==> src/sddf_pkg.sv <==
// sddf_pkg: shared widths, constants, item types and the decimal digit step
// for the signed decimal display formatter. No dependencies.
`timescale 1ns / 1ps
`default_nettype none

package sddf_pkg;

    localparam int VALUE_W    = 32;
    localparam int MAG_W      = 24;
    localparam int DIGIT_W    = 4;
    localparam int PLACE_W    = 3;
    localparam int NUM_PLACES = 7;
    localparam int NUM_STAGES = NUM_PLACES - 1;
    localparam int FIFO_DEPTH = 2;
    localparam int FIFO_AW    = 1;
    localparam int FIFO_CW    = 2;

    localparam logic [DIGIT_W-1:0] DIGIT_BLANK = 4'd10;
    localparam logic [DIGIT_W-1:0] DIGIT_MAX   = 4'd9;

    localparam logic [MAG_W-1:0] POS_LIMIT = 24'd9999999;
    localparam logic [MAG_W-1:0] NEG_LIMIT = 24'd999999;

    localparam logic [MAG_W-1:0] PLACE_WEIGHT [NUM_PLACES] = '{
        24'd1, 24'd10, 24'd100, 24'd1000, 24'd10000, 24'd100000, 24'd1000000
    };

    typedef logic [MAG_W-1:0]   mag_t;
    typedef logic [DIGIT_W-1:0] digit_t;
    typedef logic [PLACE_W-1:0] place_t;

    // classified item: saturated magnitude with sign and overflow
    typedef struct packed {
        mag_t mag;
        logic neg;
        logic ovf;
    } class_t;

    // item in flight through the digit pipeline
    typedef struct packed {
        mag_t                                 mag;
        logic                                 neg;
        logic                                 ovf;
        logic [NUM_PLACES-1:0][DIGIT_W-1:0]   dig;
    } work_t;

    // take one decimal digit off the top place; the remainder stays below the weight
    function automatic work_t digit_step(input work_t cur, input place_t place);
        work_t  nxt;
        mag_t   weight;
        mag_t   multiple;
        mag_t   taken;
        digit_t d;
        nxt      = cur;
        weight   = PLACE_WEIGHT[place];
        multiple = '0;
        taken    = '0;
        d        = '0;
        // parallel compares against the constant multiples of the weight
        for (int k = 1; k <= int'(DIGIT_MAX); k++)
        begin
            multiple = multiple + weight;
            if (cur.mag >= multiple)
            begin
                d     = DIGIT_W'(k);
                taken = multiple;
            end
        end
        nxt.mag        = cur.mag - taken;
        nxt.dig[place] = d;
        return nxt;
    endfunction

endpackage

`default_nettype wire

==> src/sddf_in_if.sv <==
// sddf_in_if: valid/ready channel carrying one signed value per transfer.
// Depends on sddf_pkg.
`timescale 1ns / 1ps
`default_nettype none

interface sddf_in_if;
    import sddf_pkg::*;

    logic                      valid;
    logic                      ready;
    logic signed [VALUE_W-1:0] value;

    modport source (output valid, output value, input ready);
    modport sink   (input valid, input value, output ready);
endinterface

`default_nettype wire

==> src/sddf_out_if.sv <==
// sddf_out_if: valid/ready channel carrying one formatted display result per transfer.
// Depends on sddf_pkg.
`timescale 1ns / 1ps
`default_nettype none

interface sddf_out_if;
    import sddf_pkg::*;

    logic               valid;
    logic               ready;
    logic [DIGIT_W-1:0] digit_units;
    logic [DIGIT_W-1:0] digit_tens;
    logic [DIGIT_W-1:0] digit_hundreds;
    logic [DIGIT_W-1:0] digit_thousands;
    logic [DIGIT_W-1:0] digit_ten_thousands;
    logic [DIGIT_W-1:0] digit_hundred_thousands;
    logic [DIGIT_W-1:0] digit_millions;
    logic [PLACE_W-1:0] minus_place;
    logic               overflow;

    modport source (
        output valid, output digit_units, output digit_tens, output digit_hundreds,
        output digit_thousands, output digit_ten_thousands,
        output digit_hundred_thousands, output digit_millions,
        output minus_place, output overflow,
        input  ready
    );
    modport sink (
        input  valid, input digit_units, input digit_tens, input digit_hundreds,
        input  digit_thousands, input digit_ten_thousands,
        input  digit_hundred_thousands, input digit_millions,
        input  minus_place, input overflow,
        output ready
    );
endinterface

`default_nettype wire

==> src/sddf_front.sv <==
// sddf_front: accepts input values, takes the magnitude and saturates it,
// and holds the classified item for the queue. Depends on sddf_pkg, sddf_in_if.
`timescale 1ns / 1ps
`default_nettype none

module sddf_front (
    input  wire logic            clk,
    input  wire logic            rst_n,
    sddf_in_if.sink              item,
    output logic                 q_valid,
    input  wire logic            q_ready,
    output sddf_pkg::class_t     q_item
);
    import sddf_pkg::*;

    logic [VALUE_W-1:0] raw;
    logic [VALUE_W-1:0] abs_val;
    logic [VALUE_W-1:0] limit;
    class_t             cls_next;
    class_t             cls_reg;
    logic               vld_reg;
    logic               vld_next;
    logic               take;

    // sign, magnitude and saturation
    always_comb
    begin
        raw          = $unsigned(item.value);
        cls_next.neg = raw[VALUE_W-1];
        abs_val      = cls_next.neg ? (~raw + VALUE_W'(1)) : raw;
        limit        = cls_next.neg ? VALUE_W'(NEG_LIMIT) : VALUE_W'(POS_LIMIT);
        if (abs_val > limit)
        begin
            cls_next.mag = limit[MAG_W-1:0];
            cls_next.ovf = 1'b1;
        end
        else
        begin
            cls_next.mag = abs_val[MAG_W-1:0];
            cls_next.ovf = 1'b0;
        end
    end

    // holding register handshake
    assign item.ready = !vld_reg || q_ready;
    assign take       = item.valid && item.ready;

    always_comb
    begin
        vld_next = vld_reg;
        if (take)
            vld_next = 1'b1;
        else if (q_ready)
            vld_next = 1'b0;
    end

    always_ff @(posedge clk or negedge rst_n)
    begin
        if (!rst_n)
            vld_reg <= 1'b0;
        else
            vld_reg <= vld_next;
    end

    always_ff @(posedge clk)
    begin
        if (take)
            cls_reg <= cls_next;
    end

    assign q_valid = vld_reg;
    assign q_item  = cls_reg;

endmodule

`default_nettype wire

==> src/sddf_fifo.sv <==
// sddf_fifo: short queue of classified items between the front and back parts.
// Depends on sddf_pkg.
`timescale 1ns / 1ps
`default_nettype none

module sddf_fifo (
    input  wire logic             clk,
    input  wire logic             rst_n,
    input  wire logic             push_valid,
    output logic                  push_ready,
    input  wire sddf_pkg::class_t push_item,
    output logic                  pop_valid,
    input  wire logic             pop_ready,
    output sddf_pkg::class_t      pop_item
);
    import sddf_pkg::*;

    class_t             mem [FIFO_DEPTH];
    logic [FIFO_AW-1:0] wr_ptr_reg;
    logic [FIFO_AW-1:0] wr_ptr_next;
    logic [FIFO_AW-1:0] rd_ptr_reg;
    logic [FIFO_AW-1:0] rd_ptr_next;
    logic [FIFO_CW-1:0] count_reg;
    logic [FIFO_CW-1:0] count_next;
    logic               push;
    logic               pop;

    assign push_ready = count_reg != FIFO_CW'(FIFO_DEPTH);
    assign pop_valid  = count_reg != '0;
    assign push       = push_valid && push_ready;
    assign pop        = pop_valid && pop_ready;
    assign pop_item   = mem[rd_ptr_reg];

    // pointer and fill count update
    always_comb
    begin
        wr_ptr_next = push ? wr_ptr_reg + FIFO_AW'(1) : wr_ptr_reg;
        rd_ptr_next = pop ? rd_ptr_reg + FIFO_AW'(1) : rd_ptr_reg;
        count_next  = count_reg;
        if (push && !pop)
            count_next = count_reg + FIFO_CW'(1);
        else if (pop && !push)
            count_next = count_reg - FIFO_CW'(1);
    end

    always_ff @(posedge clk or negedge rst_n)
    begin
        if (!rst_n)
        begin
            wr_ptr_reg <= '0;
            rd_ptr_reg <= '0;
            count_reg  <= '0;
        end
        else
        begin
            wr_ptr_reg <= wr_ptr_next;
            rd_ptr_reg <= rd_ptr_next;
            count_reg  <= count_next;
        end
    end

    // entry storage
    always_ff @(posedge clk)
    begin
        if (push)
            mem[wr_ptr_reg] <= push_item;
    end

endmodule

`default_nettype wire

==> src/sddf_back.sv <==
// sddf_back: digit pipeline, one decimal place per stage, then blanking,
// minus placement and the output register. Depends on sddf_pkg, sddf_out_if.
`timescale 1ns / 1ps
`default_nettype none

module sddf_back (
    input  wire logic             clk,
    input  wire logic             rst_n,
    input  wire logic             pop_valid,
    output logic                  pop_ready,
    input  wire sddf_pkg::class_t pop_item,
    sddf_out_if.source            result
);
    import sddf_pkg::*;

    logic                               pipe_en;
    logic                               vld_reg [NUM_STAGES];
    work_t                              stg_reg [NUM_STAGES];
    work_t                              last;
    logic [NUM_PLACES-1:0][DIGIT_W-1:0] code_next;
    logic [NUM_PLACES-1:0][DIGIT_W-1:0] code_reg;
    place_t                             minus;
    place_t                             minus_next;
    place_t                             minus_reg;
    logic                               leading;
    logic                               ovf_reg;
    logic                               out_vld_reg;
    logic                               out_vld_next;

    // whole pipeline moves when the output register is free or being emptied
    assign pipe_en   = !out_vld_reg || result.ready;
    assign pop_ready = pipe_en;

    for (genvar s = 0; s < NUM_STAGES; s++)
    begin : g_stage
        work_t src;
        work_t stg_next;
        logic  src_vld;

        if (s == 0)
        begin : g_first
            always_comb
            begin
                src.mag = pop_item.mag;
                src.neg = pop_item.neg;
                src.ovf = pop_item.ovf;
                src.dig = '0;
                src_vld = pop_valid;
            end
        end
        else
        begin : g_rest
            always_comb
            begin
                src     = stg_reg[s-1];
                src_vld = vld_reg[s-1];
            end
        end

        // one place per stage, highest place first
        always_comb
        begin
            stg_next = digit_step(src, PLACE_W'(NUM_PLACES - 1 - s));
        end

        always_ff @(posedge clk or negedge rst_n)
        begin
            if (!rst_n)
                vld_reg[s] <= 1'b0;
            else if (pipe_en)
                vld_reg[s] <= src_vld;
        end

        always_ff @(posedge clk)
        begin
            if (pipe_en)
                stg_reg[s] <= stg_next;
        end
    end

    // leading-zero blanking and minus placement
    always_comb
    begin
        last         = stg_reg[NUM_STAGES-1];
        code_next    = last.dig;
        code_next[0] = last.mag[DIGIT_W-1:0];
        leading      = 1'b1;
        minus        = '0;
        for (int p = NUM_PLACES - 1; p >= 1; p--)
        begin
            if (leading && last.dig[p] == '0)
            begin
                code_next[p] = DIGIT_BLANK;
                minus        = PLACE_W'(p);
            end
            else
            begin
                leading = 1'b0;
            end
        end
        minus_next = last.neg ? minus : '0;
    end

    // output register
    always_comb
    begin
        out_vld_next = out_vld_reg;
        if (pipe_en)
            out_vld_next = vld_reg[NUM_STAGES-1];
    end

    always_ff @(posedge clk or negedge rst_n)
    begin
        if (!rst_n)
            out_vld_reg <= 1'b0;
        else
            out_vld_reg <= out_vld_next;
    end

    always_ff @(posedge clk)
    begin
        if (pipe_en && vld_reg[NUM_STAGES-1])
        begin
            code_reg  <= code_next;
            minus_reg <= minus_next;
            ovf_reg   <= last.ovf;
        end
    end

    assign result.valid                   = out_vld_reg;
    assign result.digit_units             = code_reg[0];
    assign result.digit_tens              = code_reg[1];
    assign result.digit_hundreds          = code_reg[2];
    assign result.digit_thousands         = code_reg[3];
    assign result.digit_ten_thousands     = code_reg[4];
    assign result.digit_hundred_thousands = code_reg[5];
    assign result.digit_millions          = code_reg[6];
    assign result.minus_place             = minus_reg;
    assign result.overflow                = ovf_reg;

endmodule

`default_nettype wire

==> src/signed_decimal_display_formatter.sv <==
// signed_decimal_display_formatter: top level joining front, queue and digit pipeline.
// Depends on sddf_pkg, sddf_in_if, sddf_out_if, sddf_front, sddf_fifo, sddf_back.
`timescale 1ns / 1ps
`default_nettype none

// Formats one signed 32-bit value per transfer into seven display digit codes
// (10 is blank) with leading zeros blanked, the minus sign's place and an
// overflow flag; positives saturate to 9999999, negatives to -999999. A new
// value is taken every cycle while results are being taken; a result passes
// from the front register through the two-entry queue and the digit pipeline
// (one decimal place per stage) into the output register. The queue lets the
// front keep accepting for a short while when the result side stalls.
module signed_decimal_display_formatter (
    input  wire logic  clk,
    input  wire logic  rst_n,
    sddf_in_if.sink    item,
    sddf_out_if.source result
);
    import sddf_pkg::*;

    logic   front_valid;
    logic   front_ready;
    class_t front_item;
    logic   back_valid;
    logic   back_ready;
    class_t back_item;

    sddf_front u_front (
        .clk     (clk),
        .rst_n   (rst_n),
        .item    (item),
        .q_valid (front_valid),
        .q_ready (front_ready),
        .q_item  (front_item)
    );

    sddf_fifo u_fifo (
        .clk        (clk),
        .rst_n      (rst_n),
        .push_valid (front_valid),
        .push_ready (front_ready),
        .push_item  (front_item),
        .pop_valid  (back_valid),
        .pop_ready  (back_ready),
        .pop_item   (back_item)
    );

    sddf_back u_back (
        .clk       (clk),
        .rst_n     (rst_n),
        .pop_valid (back_valid),
        .pop_ready (back_ready),
        .pop_item  (back_item),
        .result    (result)
    );

    // a minus sign always leaves the millions place blank
    a_minus_blanks_top: assert property (@(posedge clk) disable iff (!rst_n)
        result.valid && result.minus_place != '0 |-> result.digit_millions == DIGIT_BLANK)
        else $error("minus sign with millions place shown");

    // positive saturation shows all nines
    a_pos_sat_nines: assert property (@(posedge clk) disable iff (!rst_n)
        result.valid && result.overflow && result.minus_place == '0
        |-> result.digit_millions == DIGIT_MAX && result.digit_units == DIGIT_MAX)
        else $error("positive overflow not saturated to all nines");

    // the units place is never blank nor out of range
    a_units_digit: assert property (@(posedge clk) disable iff (!rst_n)
        result.valid |-> result.digit_units <= DIGIT_MAX)
        else $error("units place out of range");

endmodule

`default_nettype wire

==> src/flat_wrapper.sv <==
// flat-port wrapper written by rule: the top's interface ports become plain ports
module signed_decimal_display_formatter_flat import sddf_pkg::*;
  (clk, rst_n, item_valid, item_value, item_ready, result_valid, result_digit_units, result_digit_tens, result_digit_hundreds, result_digit_thousands, result_digit_ten_thousands, result_digit_hundred_thousands, result_digit_millions, result_minus_place, result_overflow, result_ready);
  sddf_in_if item_i ();
  sddf_out_if result_i ();
  input  wire logic clk;
  input  wire logic rst_n;
  input wire logic [$bits(item_i.valid)-1:0] item_valid;
  input wire logic [$bits(item_i.value)-1:0] item_value;
  output wire logic [$bits(item_i.ready)-1:0] item_ready;
  output wire logic [$bits(result_i.valid)-1:0] result_valid;
  output wire logic [$bits(result_i.digit_units)-1:0] result_digit_units;
  output wire logic [$bits(result_i.digit_tens)-1:0] result_digit_tens;
  output wire logic [$bits(result_i.digit_hundreds)-1:0] result_digit_hundreds;
  output wire logic [$bits(result_i.digit_thousands)-1:0] result_digit_thousands;
  output wire logic [$bits(result_i.digit_ten_thousands)-1:0] result_digit_ten_thousands;
  output wire logic [$bits(result_i.digit_hundred_thousands)-1:0] result_digit_hundred_thousands;
  output wire logic [$bits(result_i.digit_millions)-1:0] result_digit_millions;
  output wire logic [$bits(result_i.minus_place)-1:0] result_minus_place;
  output wire logic [$bits(result_i.overflow)-1:0] result_overflow;
  input wire logic [$bits(result_i.ready)-1:0] result_ready;
  assign item_i.valid = item_valid;
  assign item_i.value = item_value;
  assign item_ready = item_i.ready;
  assign result_valid = result_i.valid;
  assign result_digit_units = result_i.digit_units;
  assign result_digit_tens = result_i.digit_tens;
  assign result_digit_hundreds = result_i.digit_hundreds;
  assign result_digit_thousands = result_i.digit_thousands;
  assign result_digit_ten_thousands = result_i.digit_ten_thousands;
  assign result_digit_hundred_thousands = result_i.digit_hundred_thousands;
  assign result_digit_millions = result_i.digit_millions;
  assign result_minus_place = result_i.minus_place;
  assign result_overflow = result_i.overflow;
  assign result_i.ready = result_ready;
  signed_decimal_display_formatter u_core (.clk(clk), .rst_n(rst_n), .item(item_i), .result(result_i));
endmodule
==> config.mk <==
export PLATFORM = sky130hd
export DESIGN_NAME = signed_decimal_display_formatter_flat
export DESIGN_NICKNAME = d
export VERILOG_FILES = /design/src/sddf_pkg.sv /design/src/sddf_in_if.sv /design/src/sddf_out_if.sv /design/src/sddf_front.sv /design/src/sddf_fifo.sv /design/src/sddf_back.sv /design/src/signed_decimal_display_formatter.sv /design/src/flat_wrapper.sv
export SDC_FILE = /design/constraint.sdc
export NUM_CORES = 1
export LEC_CHECK = 0
export BUFFER_PORTS_ARGS = -buffer_cell sky130_fd_sc_hd__buf_4
export CAP_MARGIN = 5
export CORE_AREA = 4 4 178 180
export CTS_BUF_LIST = sky130_fd_sc_hd__clkbuf_16
export DETAILED_ROUTE_END_ITERATION = 16
export DIE_AREA = 0 0 182 184
export MAX_ROUTING_LAYER = met4
export PLACE_DENSITY = 0.8
export REMOVE_ABC_BUFFERS = 1
export SYNTH_ARGS = -nofsm -noshare
export SYNTH_HDL_FRONTEND = slang
export SYNTH_SLANG_ARGS = --single-unit
export TNS_END_PERCENT = 100
==> constraint.sdc <==
create_clock -name clk -period 8 [get_ports clk]
set_input_delay 1.6 -clock clk [delete_from_list [all_inputs] [get_ports clk]]
set_output_delay 1.6 -clock clk [all_outputs]
set_load 0.01 [all_outputs]
==> flow_summary_export.csv <==
group,metric,value,unit
run_status,status,"finished clean",
cells_and_area,largest_register_ffs,220,
global_routing,grt.total_usage,0.241,
placed_design,place_hpwl,27900,µm
global_routing,antenna_found_initial,0,
worst_setup_path,start_kind,"register",
cells_and_area,multi_input_area,0.00786,mm²
cells_and_area,fin_area,0.0208,mm²
cells_and_area,drive_gt1_frac,0.102,
timing,max_freq,158,MHz
global_routing,grt_pass1_vias,13022,
global_routing,grt-ovfl-total,0,
cts,cts_buffers,37,
logic_synthesis,synthTopCellsByCount,"330 x edfxtp_1, 147 x nor2_1, 124 x nand2_1",
placed_design,port_buffers,69,
global_routing,grt_max_degree,158,
route,routedWlPerCell,18.2,µm
timing,finalCritPeriodShare,0.790,
timing,finClkSkew,0.0150,ns
floorplan,initial_utilization,0.619,
route,drcViolationCount,0,
timing,period_minus_slack,6.32,ns
logic_synthesis,yosysUniqueCellTypes,79,
logic_synthesis,synth_edf_count,330,
cts,postCtsSetupBuffers,0,
route,drtPass1Iterations,7,
route,ant_nets,0,
placed_design,place_area,0.0195,mm²
floorplan,pin_count,70,
timing,finalHoldViolCount,0,
cts,clk_path_buf_depth,3,
cts,cts_tree,"yes",
route,first_iter_violations,1282,
cts,clkLatencyLatePin,0.51,ns
flow_run,max-cap-violations,0,
floorplan,die_w,182,µm
cts,cts_root_buffer,"clkbuf_16",
worst_setup_path,reg2reg_slack,1.68,ns
floorplan,die_h,184,µm
route,num_vias,13516,
floorplan,dieArea,0.0335,mm²
cells_and_area,regArea,0.0102,mm²
logic_synthesis,synth_area_leaders,"edfxtp_1 53%, ha_1 4.5%, a21oi_1 3.1%",
route,drt-vias-per-instance,6.19,
timing,timing.hold.ws,0.411,ns
logic_synthesis,synth_top_cell_area_share,0.530,
floorplan,rows,64,
logic_synthesis,synthArstFlopShare,0.0351,
floorplan,fp.coreArea,0.0302,mm²
cts,cts.sinks,342,
cells_and_area,nets,1867,
logic_synthesis,avgSynthCellArea,10.9,µm²
timing,drv_slew,0,
cells_and_area,syn_to_final_growth,11.2,%
timing,rsz0062_at_grt,"no",
worst_setup_path,crit_required,8.26,ns
pwr,p_leak,7.52,nW
cts,post_cts_hold_buffer_count,0,
global_routing,grt_pass1_wl,64900,µm
route,totalWireLength,39700,µm
timing,setup_viol,0,
logic_synthesis,synth.cell_area,0.0187,mm²
worst_setup_path,crit_arrival,6.58,ns
logic_synthesis,ys_warn_count,0,
cts,ctsResizeCount,0,
logic_synthesis,synth_top_cell_by_area,"edfxtp_1",
logic_synthesis,ys.flop_type,"edfxtp_1",
worst_setup_path,worstSetupEndpointType,"register",
cells_and_area,fillers,2196,
timing,slew_headroom,0.228,
logic_synthesis,ys_seq_area_frac,0.546,
worst_setup_path,worst-path-max-fanout,6,
timing,worst_slew_pin_slew,1.16,ns
cts,clkTransAtPathRegs,0.06,ns
pwr,vdd_drop_max,204,µV
cts,htreeDepth,2,
logic_synthesis,netlist_instances,1709,
worst_setup_path,crit_type,"reg2reg",
logic_synthesis,ys_ff_latch,342,
logic_synthesis,yosysMostFrequentCell,"edfxtp_1",
worst_hold_path,hold_class,"reg2reg",
pwr,powerDensity,411,mW/mm²
cells_and_area,n_antenna_cell,0,
placed_design,finalWeightedCongestion,0.949,
[through the flow]
step           power, mW  TNS, ns  utilization  instances  worst slack (ns)
6_report            8.55        0        0.689       2182              1.68
5_1_grt             9.13        0        0.689       2182              1.18
4_1_cts             8.56        0        0.689       2182              1.77
3_5_place_dp        6.76        0        0.647       2115              1.80
3_3_place_gp        6.66        0        0.647       2115              2.11
2_1_floorplan       5.87   -22.68            -       1637            -0.603
[worst max-delay path: stages, from the launching register on]
cell	delay (ns)
edfxtp_1	0.42
or3_1	0.43
nor4_1	0.83
nand3_1	0.21
nor3_1	0.23
a211o_1	0.20
a21o_1	0.10
a21oi_1	0.05
o21ai_0	0.27
nor2b_1	0.20
ha_1	0.20
inv_1	0.07
fa_1	0.40
a21o_1	0.19
a21oi_1	0.22
nor2b_1	0.08
o21a_1	0.19
o41ai_1	0.52
o21ai_0	0.35
or3_1	0.43
or3_1	0.34
xnor2_1	0.13
[cells in the final DEF (no fill, tap or decap), drive strengths merged, types with 41 or more instances in the layout]
| cell | Yosys | final |
|---|---|---|
| ha | 67 | 67 |
| nand2 | 124 | 124 |
| nand3 | 43 | 43 |
| inv | 89 | 99 |
| nor4 | 41 | 41 |
| nor2 | 147 | 147 |
| edfxtp | 330 | 330 |
| o21ai | 88 | 88 |
| nor3 | 55 | 55 |
| buf | 16 | 82 |
| a21oi | 115 | 115 |
| xnor2 | 64 | 64 |
[report_power, final]
| group | internal [mW] | switching, mW | total, mW |
|---|---|---|---|
| logic | 1.31 | 1.88 | 3.19 |
| registers | 3.00 | 0.616 | 3.61 |
| clock network | 1.06 | 0.684 | 1.75 |
[cell type report]
class	count	area share
flip-flops and latches	342	0.491
multi-input cells	1205	0.378
clock buffers	38	0.0457
repair buffers	82	0.0296
well taps	396	0.0238
inverters	90	0.0166
clock inverters	29	0.0150
[per-layer routing]
layer | GRT usage | share of wire | vias up
met3 | 0.0315 | 0.059 | 108
met4 | 0.0678 | 0.028 | 0
li1 | - | - | 6520
met1 | 0.306 | 0.41 | 6393
met5 | - | 0 | -
met2 | 0.413 | 0.50 | 495
[cell families (layout without fill, tap and decap cells)]
family / count (synthesis) / in the layout / synth area share
compound gates: 408 / 408 / 0.142
xor+xnor: 98 / 98 / 0.0459
fa+ha+maj: 73 / 73 / 0.0513
buf+inv: 162 / 239 / 0.0335
flops: 342 / 342 / 0.546
mux: 29 / 29 / 0.0163
simple gates: 597 / 597 / 0.164
[worst paths after layout]
kind                            depth (start not counted)                                   start                                            to
worst max-delay path                                   21  u_core.u_back.stg_reg[2][50]$_DFFE_PN_        u_core.u_back.stg_reg[3][51]$_DFFE_PN_
worst min-delay path                                    0  u_core.u_back.stg_reg[4][26]$_DFFE_PN_        u_core.u_back.stg_reg[5][26]$_DFFE_PN_
worst max register to register                         21  u_core.u_back.stg_reg[2][50]$_DFFE_PN_        u_core.u_back.stg_reg[3][51]$_DFFE_PN_
worst min register to register                          0  u_core.u_back.stg_reg[4][26]$_DFFE_PN_        u_core.u_back.stg_reg[5][26]$_DFFE_PN_
max in group asynchronous                               1                                   rst_n  u_core.u_back.g_stage[3].src_vld$_DFFE_PN0N_
min in group asynchronous                               1                                   rst_n          u_core.u_fifo.rd_ptr_reg$_DFFE_PN0P_
Note: power is estimated with default switching activity, not from simulation.
